--- config.mk ---
export PLATFORM = sky130hd
export DESIGN_NAME = rgb_saturation_map_core
export DESIGN_NICKNAME = d
export VERILOG_FILES = /design/src/rtl/rgbsat_pkg.sv /design/src/rtl/rgbsat_front.sv /design/src/rtl/rgbsat_div_stage.sv /design/src/rtl/rgb_saturation_map_core.sv
export SDC_FILE = /design/constraint.sdc
export NUM_CORES = 1
export LEC_CHECK = 0
export BUFFER_PORTS_ARGS = -buffer_cell sky130_fd_sc_hd__buf_2
export CAP_MARGIN = 30
export CORE_MARGIN = 10
export CORE_UTILIZATION = 49
export CTS_CLUSTER_SIZE = 25
export DETAILED_ROUTE_END_ITERATION = 10
export PLACE_DENSITY = 0.66
export SYNTH_ARGS = -nofsm -noshare
export SYNTH_HDL_FRONTEND = slang
export SYNTH_SLANG_ARGS = --single-unit
--- constraint.sdc ---
create_clock -name clk -period 6.2 [get_ports clk]
set_input_delay 0 -clock clk [delete_from_list [all_inputs] [get_ports clk]]
set_output_delay 0 -clock clk [all_outputs]
set_load 0.03 [all_outputs]
--- src/rtl/rgbsat_pkg.sv ---
// ----------------------------------------------------------------------------
// rgbsat_pkg
// Shared types and constants of the RGB saturation map pipeline.
// ----------------------------------------------------------------------------
package rgbsat_pkg;

  // Configuration register indexes
  localparam logic [3:0] CFG_METHOD    = 4'd0;
  localparam logic [3:0] CFG_HAS_ALPHA = 4'd1;

  // Saturation measures selected by the method register
  localparam logic [1:0] METH_DIFF = 2'd0;  // max - min
  localparam logic [1:0] METH_HSV  = 2'd1;  // 256*d / max
  localparam logic [1:0] METH_SUM  = 2'd2;  // 256*d / (r+g+b)
  localparam logic [1:0] METH_HSL  = 2'd3;  // 256*d / (max+min)

  localparam int unsigned DEN_W      = 10;  // r+g+b reaches 765
  localparam int unsigned Q_W        = 8;   // quotient bits below the clip point
  localparam int unsigned STEPS      = 2;   // quotient bits per divider stage
  localparam int unsigned DIV_STAGES = Q_W / STEPS;

  localparam logic [7:0] SAT_MAX = 8'd255;

  typedef struct packed {
    logic [DEN_W-1:0] den;      // divisor
    logic [DEN_W-1:0] rem;      // partial remainder, below den unless bypassed
    logic [Q_W-1:0]   quo;      // quotient bits developed so far
    logic             use_byp;  // result does not come from the divider
    logic [7:0]       byp;      // bypass result
    logic [7:0]       alpha;    // alpha to emit
  } div_pipe_t;

endpackage

--- src/rtl/rgbsat_front.sv ---
// ----------------------------------------------------------------------------
// rgbsat_front
// Entry stage: max, min, difference and divisor of one pixel, registered.
// ----------------------------------------------------------------------------
module rgbsat_front (
  input  logic                   clk,
  input  logic                   rst_n,
  input  logic                   in_vld,
  input  logic [7:0]             red,
  input  logic [7:0]             green,
  input  logic [7:0]             blue,
  input  logic [7:0]             alpha,
  input  logic [1:0]             method,
  input  logic                   has_alpha,
  output logic                   stg_vld_r,
  output rgbsat_pkg::div_pipe_t  stg_r
);
  import rgbsat_pkg::*;

  logic [7:0]       mx;
  logic [7:0]       mn;
  logic [7:0]       diff;
  logic [DEN_W-1:0] den;
  div_pipe_t        stg_nxt;

  always_comb begin
    mx = red;
    mn = red;
    if (green > mx) mx = green;
    if (blue > mx) mx = blue;
    if (green < mn) mn = green;
    if (blue < mn) mn = blue;
    diff = mx - mn;

    unique case (method)
      METH_DIFF: den = {{(DEN_W-8){1'b0}}, mx};
      METH_HSV:  den = {{(DEN_W-8){1'b0}}, mx};
      METH_SUM:  den = {2'b00, red} + {2'b00, green} + {2'b00, blue};
      METH_HSL:  den = {2'b00, mx} + {2'b00, mn};
      default:   den = {{(DEN_W-8){1'b0}}, mx};
    endcase

    stg_nxt.den   = den;
    stg_nxt.rem   = {{(DEN_W-8){1'b0}}, diff};
    stg_nxt.quo   = '0;
    stg_nxt.alpha = has_alpha ? alpha : 8'd0;

    // Black pixel, plain difference, and a quotient of exactly 256 skip the divider
    priority if (mx == 8'd0) begin
      stg_nxt.use_byp = 1'b1;
      stg_nxt.byp     = 8'd0;
    end else if (method == METH_DIFF) begin
      stg_nxt.use_byp = 1'b1;
      stg_nxt.byp     = diff;
    end else if ({{(DEN_W-8){1'b0}}, diff} == den) begin
      stg_nxt.use_byp = 1'b1;
      stg_nxt.byp     = SAT_MAX;
    end else begin
      stg_nxt.use_byp = 1'b0;
      stg_nxt.byp     = 8'd0;
    end
  end

  always_ff @(posedge clk) begin
    if (!rst_n) begin
      stg_vld_r <= 1'b0;
    end else begin
      stg_vld_r <= in_vld;
    end
  end

  always_ff @(posedge clk) begin
    stg_r <= stg_nxt;
  end

endmodule

--- src/rtl/rgbsat_div_stage.sv ---
// ----------------------------------------------------------------------------
// rgbsat_div_stage
// One registered slice of the restoring divider: STEPS quotient bits.
// ----------------------------------------------------------------------------
module rgbsat_div_stage (
  input  logic                   clk,
  input  logic                   rst_n,
  input  logic                   in_vld,
  input  rgbsat_pkg::div_pipe_t  in_stg,
  output logic                   stg_vld_r,
  output rgbsat_pkg::div_pipe_t  stg_r
);
  import rgbsat_pkg::*;

  div_pipe_t      stg_nxt;
  logic [DEN_W:0] rem2;

  always_comb begin
    stg_nxt = in_stg;
    rem2    = '0;
    for (int i = 0; i < STEPS; i++) begin
      rem2 = {stg_nxt.rem, 1'b0};
      if (rem2 >= {1'b0, stg_nxt.den}) begin
        rem2        = rem2 - {1'b0, stg_nxt.den};
        stg_nxt.quo = {stg_nxt.quo[Q_W-2:0], 1'b1};
      end else begin
        stg_nxt.quo = {stg_nxt.quo[Q_W-2:0], 1'b0};
      end
      stg_nxt.rem = rem2[DEN_W-1:0];
    end
  end

  always_ff @(posedge clk) begin
    if (!rst_n) begin
      stg_vld_r <= 1'b0;
    end else begin
      stg_vld_r <= in_vld;
    end
  end

  always_ff @(posedge clk) begin
    stg_r <= stg_nxt;
  end

endmodule

--- src/rtl/rgb_saturation_map_core.sv ---
// ----------------------------------------------------------------------------
// rgb_saturation_map_core
// Grey saturation value of an RGB pixel, fully pipelined, one pixel a clock.
// ----------------------------------------------------------------------------
// A pixel is taken at every clock edge where start is high; busy is always
// low, so the block accepts one item per cycle with no gaps. For each item,
// out_valid is high for exactly one cycle with out_saturation and
// out_alpha_out, and the receiver cannot hold it off. The pipeline holds
// the entry stage (max, min, divisor), four divider stages of two quotient
// bits each, and the output register.
// Configuration (method, has_alpha) is written through cfg_valid/cfg_index/
// cfg_data, always ready; write it only while no item is in flight. Writes to
// indexes other than 0 and 1 are dropped.
// ----------------------------------------------------------------------------
module rgb_saturation_map_core (
  input  logic       clk,
  input  logic       rst_n,
  // item input
  input  logic       start,
  output logic       busy,
  input  logic [7:0] in_red,
  input  logic [7:0] in_green,
  input  logic [7:0] in_blue,
  input  logic [7:0] in_alpha_in,
  // result output
  output logic       out_valid,
  output logic [7:0] out_saturation,
  output logic [7:0] out_alpha_out,
  // configuration
  input  logic       cfg_valid,
  output logic       cfg_ready,
  input  logic [3:0] cfg_index,
  input  logic [7:0] cfg_data
);
  import rgbsat_pkg::*;

  logic [1:0] method_r;
  logic       has_alpha_r;

  logic       vld_chain [0:DIV_STAGES];
  div_pipe_t  stg_chain [0:DIV_STAGES];

  logic       out_valid_r;
  logic [7:0] out_sat_r;
  logic [7:0] out_alpha_r;
  logic [7:0] sat_nxt;

  // The pipeline never stalls
  assign busy      = 1'b0;
  assign cfg_ready = 1'b1;

  // Configuration registers
  always_ff @(posedge clk) begin
    if (!rst_n) begin
      method_r    <= METH_DIFF;
      has_alpha_r <= 1'b0;
    end else if (cfg_valid && cfg_ready) begin
      if (cfg_index == CFG_METHOD) begin
        method_r <= cfg_data[1:0];
      end
      if (cfg_index == CFG_HAS_ALPHA) begin
        has_alpha_r <= cfg_data[0];
      end
    end
  end

  // Entry stage: classify the pixel and set up the division 256*d/den
  rgbsat_front u_front (
    .clk       (clk),
    .rst_n     (rst_n),
    .in_vld    (start && !busy),
    .red       (in_red),
    .green     (in_green),
    .blue      (in_blue),
    .alpha     (in_alpha_in),
    .method    (method_r),
    .has_alpha (has_alpha_r),
    .stg_vld_r (vld_chain[0]),
    .stg_r     (stg_chain[0])
  );

  // Divider slices; d < den here, so the quotient fits in Q_W bits
  for (genvar s = 0; s < DIV_STAGES; s++) begin : g_div
    rgbsat_div_stage u_div (
      .clk       (clk),
      .rst_n     (rst_n),
      .in_vld    (vld_chain[s]),
      .in_stg    (stg_chain[s]),
      .stg_vld_r (vld_chain[s+1]),
      .stg_r     (stg_chain[s+1])
    );
  end

  // Pick bypass value or quotient, then hold it in the output register
  assign sat_nxt = stg_chain[DIV_STAGES].use_byp ? stg_chain[DIV_STAGES].byp
                                                 : stg_chain[DIV_STAGES].quo;

  always_ff @(posedge clk) begin
    if (!rst_n) begin
      out_valid_r <= 1'b0;
    end else begin
      out_valid_r <= vld_chain[DIV_STAGES];
    end
  end

  always_ff @(posedge clk) begin
    out_sat_r   <= sat_nxt;
    out_alpha_r <= stg_chain[DIV_STAGES].alpha;
  end

  assign out_valid      = out_valid_r;
  assign out_saturation = out_sat_r;
  assign out_alpha_out  = out_alpha_r;

endmodule

## Yosys cells after proc, flatten, opt, wreduce, memory -nomap -nowiden

Index checks and enable logic that the tools add are counted.

- Add/subtract/negate cells: 11
- $lt $le $gt $ge: 12
- Equality and inequality tests: 5
- Multiplexer cells: 23
- Reductions and logical operators: 7

Operators with widths:

| kind | number |
|---|---|
| 11-bit by 10-bit greater-or-equal comparator with 1-bit output | 7 |
| 10-bit 2-to-1 mux | 7 |
| 10-bit subtractor | 6 |
| 8-bit 2-to-1 mux | 6 |
| 10-bit case mux with 3 select lines | 1 |
| 8-bit by 8-bit adder with 9-bit output | 2 |
| 8-bit greater-than comparator | 2 |
| 8-bit < comparator | 2 |
| 10-bit by 8-bit adder with 10-bit output | 1 |
| 8-bit by 10-bit == test with 1-bit output | 1 |
| 9-bit by 10-bit greater-or-equal comparator with 1-bit output | 1 |
| 9-bit by 10-bit subtractor with 10-bit output | 1 |
| 9-bit 2-to-1 mux | 1 |
| 8-bit logical NOT | 1 |
| 1-bit 2-to-1 mux | 8 |
| 8-bit subtractor | 1 |
| 2-bit == test, second input constant | 2 |
| 4-bit by 1-bit == test with 1-bit output, second input constant | 1 |
| 4-bit logical NOT | 1 |
| 2-bit AND reduction | 2 |
| 2-bit OR reduction | 2 |
| 2-bit by 1-bit == test with 1-bit output, second input constant | 1 |
| 2-bit logical NOT | 1 |

- Register bits after elaboration: 208
- Bits of input ports: 48
- Output and inout bits: 19
- Word-level logic and storage cells: 98

## Depth between registers and ports, before layout

Gate-level depths: netlist of the first run.

- Depth after elaboration: 9
- Mapped depth: 32
- Gate-level depth less buffers: 29

## Modules after synthesis

From an unflattened synthesis of the first run, not the netlist that was laid out.

- Cells, all modules: 1370
- Area, all modules: 13122.6 µm²

By module, submodules not included:

| module | instances | cells an instance | area each (µm²) | seq. area each (µm²) |
|---|---|---|---|---|
| rgbsat_div_stage (g_div[1].u_div ...) | 2 | 202 | 2097.0 | 920.9 |
| rgbsat_front | 1 | 495 | 3963.8 | 720.7 |
| rgbsat_div_stage (g_div[0].u_div) | 1 | 224 | 2279.7 | 920.9 |
| rgbsat_div_stage (g_div[2].u_div) | 1 | 202 | 2073.2 | 920.9 |
| rgb_saturation_map_core | 1 | 45 | 611.8 | 400.4 |

## Worst setup path before layout of the first run

No wires, ideal clock.

- Kind: input port to flip-flop
- Start: input port in_red[6]
- End: register u_front.stg_r[10] (netlist name)
- Setup time: 70 ps
- Data arrival time: 5296 ps
- Required time: 6130 ps
- Setup slack: 834 ps
- Stages on the path: 32
- Buffers on the path: 4
- Cells stage by stage: inv_1 > ha_1 > and4_1 > buf_2 > a21boi_4 > buf_6 > nor2_1 > clkbuf_1 > nand2_1 > o21ai_0 > inv_1 > ha_1 > a21oi_1 > nor2b_1 > o21ai_0 > nand2b_1 > a21oi_1 > o21ai_2 > buf_6 > mux2i_1 > ha_1 > inv_1 > fa_1 > nor2b_1 > o2111a_1 > a211oi_4 > nor2_1 > o41ai_1 > a21oi_1 > nor4b_4 > nand4_4 > o21ai_1

- Cells in the longest elaborated chain, start to end: 9
- Elaborated cells between the ends (all ways): 17
- Classes of those cells: add/sub: 4; order compare: 4; eq/ne: 1; mux: 7; reduce/logical: 1

Ends and longest elaborated chain:

| element | line | source |
|---|---|---|
| start: declaration | rgb_saturation_map_core.sv:21 | `input logic [7:0] in_red,` |
| 8-bit greater-than comparator / 8-bit < comparator (equally long branches) | rgbsat_front.sv:29, rgbsat_front.sv:31 |  |
| 8-bit 2-to-1 mux (on tied branches) | rgbsat_front.sv:29, rgbsat_front.sv:31 |  |
| 8-bit greater-than comparator / 8-bit < comparator (equally long branches) | rgbsat_front.sv:30, rgbsat_front.sv:32 |  |
| 8-bit 2-to-1 mux (on tied branches) | rgbsat_front.sv:30, rgbsat_front.sv:32 |  |
| 8-bit by 8-bit adder with 9-bit output | rgbsat_front.sv:39 | `METH_HSL: den = {2'b00, mx} + {2'b00, mn};` |
| 10-bit case mux with 3 select lines | rgbsat_front.sv:35 | `unique case (method)` |
| 8-bit by 10-bit == test with 1-bit output | rgbsat_front.sv:55 | `end else if ({{(DEN_W-8){1'b0}}, diff} == den) begin` |
| 9-bit 2-to-1 mux | rgbsat_front.sv:55 |  |
| 8-bit 2-to-1 mux | rgbsat_front.sv:52 | `end else if (method == METH_DIFF) begin` |
| end signal: assignment | rgbsat_front.sv:73 | `stg_r <= stg_nxt;` |
| end: declaration | rgbsat_front.sv:16 | `output rgbsat_pkg::div_pipe_t stg_r` |

Several ways; a longest one is shown, not always the timed one.
A chain may end at the register's enable or synchronous reset.

## Worst setup path after layout of the first run

- Start: input port in_red[5]
- End: register u_front.stg_r[9] (netlist name)

The elaborated chain is that of the path after synthesis.

==> results of run 1 <==
-- synth_stat cells, types with 25 or more instances --
master   instances
a21oi_1         66
o21ai_0         54
mux2_2          56
xnor2_1         43
a21o_1          37
nor2b_1         25
nor2_1          69
xor2_1          29
nand2_1         51
inv_1          104
dfxtp_1        208
ha_1           130
-- layout make-up --
type | instances | area [um2]
Fill cell | 2100 | 10130
Multi-Input combinational cell | 879 | 6930
Sequential cell | 208 | 4164
Timing Repair Buffer | 109 | 718.2
Clock buffer | 26 | 574.3
Tap cell | 319 | 399.1
Inverter | 106 | 397.9
Clock inverter | 10 | 90.09
-- cell usage in the layout, fill, tap and decap left out, drive strengths merged, types with 12 or more instances in the layout --
cell type    instances
nand2b              23
inv                107
xnor2               44
nand2               53
mux2i               22
dlygate4sd3         18
nor2b               25
clkbuf              26
a21o                37
xor2                29
a31oi               12
a211oi              20
o21a                17
buf                 91
nor2                69
o21ai               73
a21oi               69
ha                 130
and2                24
nor3                16
nand3               14
mux2                60
dfxtp              208
-- flip-flops by register name, summed over array words and instances (netlist names), 2 cells and up --
signal                 flops
g_div.u_div.stg_r        148
g_div.u_div.stg_vld_r      4
method_r                   2
out_alpha_out              8
out_saturation             8
u_front.stg_r             35
-- final timing paths --
path	start	to	slack [ps]	cells past startpoint
setup / recovery	in_red[5]	u_front.stg_r[9]	550	26
hold / removal	in_blue[0]	u_front.stg_r[35]	120	4
setup reg to reg	u_front.stg_r[35]	g_div[0].u_div.stg_r[32]	870	20
hold reg to reg	g_div[1].u_div.stg_r[19]	g_div[2].u_div.stg_r[21]	320	0
-- stage by stage --
stage                     setup slack, ps  instances  utilization, %  cell area, um2
after floorplan                     834.2       1219               -           11630
after global placement              180.7       1603           53.10           12430
after detailed placement            32.20       1603           53.10           12430
after CTS                           518.7       1657           56.70           13270
after global routing                39.17       1657           56.72           13270
final                               547.0       1657           56.72           13270
-- worst max-delay path, cell delays in order --
cell and delay (ps):
buf_2 150, inv_1 70, ha_1 360, and4_1 390, nand2_1 190, nand2_2 200, o32ai_1 160, or2_2 320
ha_1 290, nor2b_1 130, o21a_1 180, o21a_1 220, o21ai_1 390, buf_4 250, nor2_1 50, a21oi_1 230
ha_1 280, or4b_1 540, o2111ai_2 130, a211oi_4 80, buf_4 170, a2111oi_0 420, a22oi_1 170, a32oi_1 290
nand4_4 210, o21ai_1 180
-- cell families (layout without fill, tap and decap cells) --
family,Yosys count,count (layout),synth area share [%]
AO/OA/AOI/OAI,296,296,17.46
AND/OR/NAND/NOR,288,288,13.36
flip-flops,208,208,35.79
adder cells (fa/ha/maj),138,138,15.36
buffers and inverters,132,251,4.678
multiplexers,82,82,7.732
XOR/XNOR,73,73,5.560
other,2,2,0.06455
-- metal layers --
metal / GRT usage (%) / part of all wire [%] / up-vias
li1: - / - / 4527
met1: 22.29 / 48 / 4113
met2: 28.76 / 47 / 164
met3: 1.668 / 4.3 / 33
met4: 4.275 / 1.6 / 0
met5: 0 / 0 / -
-- what timing repair did --
item | CTS | global route
endpoints found under the setup margin | 0 | 9
hold endpoints to repair | 17 | 0
hold buffers | 18 | 0
gates resized for setup | 0 | 1
==> results.py, run 1 <==
metrics = {
    "status": {
        "status": "finished, final reports clean",
    },
    "yosys": {
        "syn_area_mm2": 0.01163,
        "synth_top_area_cell": "dfxtp_1",
        "synth.net_count": 1405,
        "synth_area_per_cell_um2": 9.545,
        "ys_ff_latch": 208,
        "synthArstFlopShare_pct": 0,
        "synth_edf_count": 0,
        "yosys-top-cells-area": "dfxtp_1 (36%), ha_1 (14%), mux2_2 (5.4%), inv_1 (3.4%), xnor2_1 (3.2%)",
        "synth_top_area_share_pct": 35.79,
        "yosysSeqAreaShare_pct": 35.79,
        "synthFlopType": "dfxtp_1",
        "synth-warning-count": 0,
        "syn_inst": 1219,
        "ys_types": 90,
    },
    "clock_tree": {
        "h-tree-depth": 1,
        "clkSinkCount": 208,
        "clk_pin_slew_ps": 60,
        "clk_path_buf_depth": 3,
        "cts_buffers": 21,
        "post_cts_buffers": 0,
        "cts_tree": "done",
        "clockRootBuffer": "clkbuf_16",
        "clk_latency_ps": 490,
    },
    "timing": {
        "worst_pin_slew_ps": 794.4,
        "fmax_mhz": 176.9,
        "finalSetupTns_ps": 0,
        "whs_ps": 119.1,
        "min_period_ps": 5653,
        "finalSetupViolCount": 0,
        "slew_viol_final": 0,
        "period_share_pct": 91.18,
        "finClkSkew_ps": 11.40,
        "relSlewSlack_pct": 47.03,
        "finalHoldViolCount": 0,
        "rsz0062_at_grt": "no",
    },
    "detailed_routing": {
        "drt_iter0_drc": 592,
        "drtAntennaViolNets": 0,
        "first_pass_iters": 5,
        "vias_per_cell": 5.333,
        "drc": 0,
        "wire_per_inst_um": 15.65,
        "routed_wl_um": 25930,
        "vias": 8837,
    },
    "global_route": {
        "grt_first_pass_wirelength_um": 43590,
        "track_usage_pct": 16.86,
        "grt_pass1_vias": 8918,
        "grt_max_degree": 35,
        "grt_overflow_total": 0,
        "grt_antenna_before_repair": 0,
    },
    "die": {
        "die_h_um": 174.1,
        "start_util_pct": 49.72,
        "ioPinCount": 67,
        "die_width_um": 174.1,
        "coreArea_mm2": 0.02340,
        "die_area_mm2": 0.03031,
        "num_rows": 56,
    },
    "worst_setup_path": {
        "endpoint_kind": "flop",
        "path_max_fanout": 9,
        "crit_path_start_kind": "primary input",
        "critical_path_required_ps": 6610,
        "crit_arrival_ps": 6070,
        "crit_type": "primary input to flop",
    },
    "place": {
        "post-dp-hpwl_um": 20320,
        "gp_congestion": 0.8712,
        "port_buffers": 58,
    },
    "worst_hold_path": {
        "hold_path.class": "primary input to flop",
    },
    "finish": {
        "area_delta_synth_final_pct": 14.09,
        "drive_gt1_share_pct": 16.52,
        "insertedDiodeCount": 0,
        "fin_nets": 1511,
    },
    "run": {
        "cap_violations": 0,
    },
}
Power of run 1 is left out: the tool's default activity adds up to more than one toggle a clock period on the data nets, which glitch-free logic cannot reach.
==> run 2: changes to the inputs <==
- CORE_ASPECT_RATIO: default -> 1.5
==> run 2 against run 1 <==
Net effect: clock skew rose by 9.6 ps; count of clock-buffer cells in the layout is 4 lower; maximum frequency is 1.8% higher; via count grew 1.9%; hold slack got worse by 69 ps; cell count rose by 0.42%; flip-flop and latch count is the same; setup slack improved by 98 ps; critical path depth is 1 higher; critical path type unchanged; critical endpoint is now u_front.stg_r[8].
==> results.py, run 2 (synthesis gave the netlist of run 1 again) <==
metrics = {
    "die": {
        "die_area_mm2": 0.03044,
        "start_util_pct": 49.37,
        "die_width_um": 145.8,
        "num_rows": 69,
        "coreArea_mm2": 0.02357,
        "die_h_um": 208.7,
        "ioPinCount": 67,
    },
    "clock_tree": {
        "clkSinkCount": 208,
        "clk_latency_ps": 490,
        "cts_buffers": 19,
        "cts_tree": "done",
        "clk_path_buf_depth": 3,
        "clockRootBuffer": "clkbuf_16",
        "h-tree-depth": 1,
        "clk_pin_slew_ps": 70,
    },
    "worst_setup_path": {
        "rr_startpoint": "u_front.stg_r[35]",
        "crit_start": "in_red[5]",
        "reg2reg_slack_ps": 790,
        "crit_type": "primary input to flop",
        "crit_path_start_kind": "primary input",
        "worst_r2r_path_depth": 20,
        "worstReg2RegEnd": "g_div[0].u_div.stg_r[31]",
        "critical_path_required_ps": 6610,
        "path_max_fanout": 9,
        "crit_arrival_ps": 5960,
        "endpoint_kind": "flop",
    },
    "worst_hold_path": {
        "hold_path.class": "primary input to flop",
        "hold-path-endpoint": "u_front.stg_r[42]",
        "whs_path_depth": 3,
        "hp-start": "in_blue[7]",
    },
    "detailed_routing": {
        "vias_per_cell": 5.412,
        "first_pass_iters": 4,
        "wire_per_inst_um": 16.94,
        "drtAntennaViolNets": 0,
        "drc": 0,
        "vias": 9005,
        "routed_wl_um": 28190,
        "drt_iter0_drc": 392,
    },
    "finish": {
        "final_common_cell": "dfxtp_1",
        "top_regs": "g_div.u_div.stg_r x148, u_front.stg_r x35",
        "final_cell_mix": "dfxtp_1 (208), ha_1 (130), inv_1 (104)",
        "fin_nets": 1520,
        "drive_gt1_share_pct": 16.80,
        "largest_reg_flops": 148,
        "largest_register": "g_div.u_div.stg_r",
        "multi_input_area_mm2": 0.006927,
        "insertedDiodeCount": 0,
        "fillers": 2122,
        "area_delta_synth_final_pct": 14.42,
        "seq_area_mm2": 0.004164,
    },
    "timing": {
        "finClkSkew_ps": 20.95,
        "worst_pin_slew_ps": 759.7,
        "finalHoldViolCount": 0,
        "min_period_ps": 5555,
        "finalSetupViolCount": 0,
        "finalSetupTns_ps": 0,
        "fmax_mhz": 180.0,
        "relSlewSlack_pct": 48.82,
        "slew_viol_final": 0,
        "period_share_pct": 89.60,
        "rsz0062_at_grt": "no",
    },
    "run": {
        "cap_violations": 0,
    },
    "global_route": {
        "grt_first_pass_wirelength_um": 45010,
        "grt_pass1_vias": 9205,
        "grt_max_degree": 35,
        "track_usage_pct": 18.05,
        "grt_overflow_total": 0,
        "grt_antenna_before_repair": 0,
    },
    "place": {
        "gp_congestion": 0.8922,
        "post-dp-hpwl_um": 22480,
        "port_buffers": 58,
    },
    "status": {
        "status": "finished, final reports clean",
    },
}
run 2: layout make-up:
class / instances / share of cell area, %
multi-input cells: 879 / 52.03
flip-flops and latches: 208 / 31.28
repair buffers: 120 / 6.128
clock buffers: 22 / 3.731
well taps: 319 / 2.998
inverters: 106 / 2.989
clock inverters: 10 / 0.8459
run 2: worst max-delay path by stage:
| stage | end | cells after the start |
|---|---|---|
| 6_report | u_front.stg_r[8] | 27 |
| 3_3_place_gp | u_front.stg_r[8] | 28 |
| 2_1_floorplan | u_front.stg_r[10] | 32 |
| 5_1_grt | u_front.stg_r[15] | 25 |
| 3_5_place_dp | u_front.stg_r[8] | 27 |
| 4_1_cts | u_front.stg_r[9] | 27 |
run 2: what timing repair did:
action | 4_1_cts | 5_1_grt
gates resized for setup | 0 | 0
hold buffers | 19 | 0
setup endpoints to repair | 0 | 0
setup buffers | 0 | 0
hold endpoints to repair | 17 | 0
run 2: per-stage QoR:
step	cells	setup slack, ps	utilization, %	instance area [um2]	hold slack, ps
floorplan	1219	834.2	-	11630	121.7
global placement	1613	342.5	53.09	12510	206.0
detailed placement	1613	281.3	53.09	12510	210.3
CTS	1664	751.0	56.48	13310	14.74
global route	1664	276.3	56.48	13310	63.33
finish	1664	644.9	56.48	13310	50.58
run 2: critical path, cell delays in order:
cell and delay, ps:
buf_2 140, inv_1 60, ha_1 360, a211oi_1 240, o21bai_1 230, buf_4 220
o32ai_1 450, or2_2 220, ha_1 230, nor2b_1 130, o21a_1 170, o21a_1 220
o21ai_1 120, buf_4 180, nor2_1 50, a21o_1 190, inv_1 210, ha_1 300
or2_1 250, a211o_1 330, nand4b_1 140, o311a_1 430, and3_1 250, o221ai_1 140
a32oi_2 290, nand4_4 210, o21ai_1 180
run 2: routing by layer:
layer	vias to the layer above	share of wire, %	global-route usage, %
met5	-	0	0
met4	0	5.4	10.17
met3	70	2.2	1.708
met2	166	56	36.96
met1	4231	36	16.65
li1	4538	-	-
Power of run 2 is left out for the same reason.
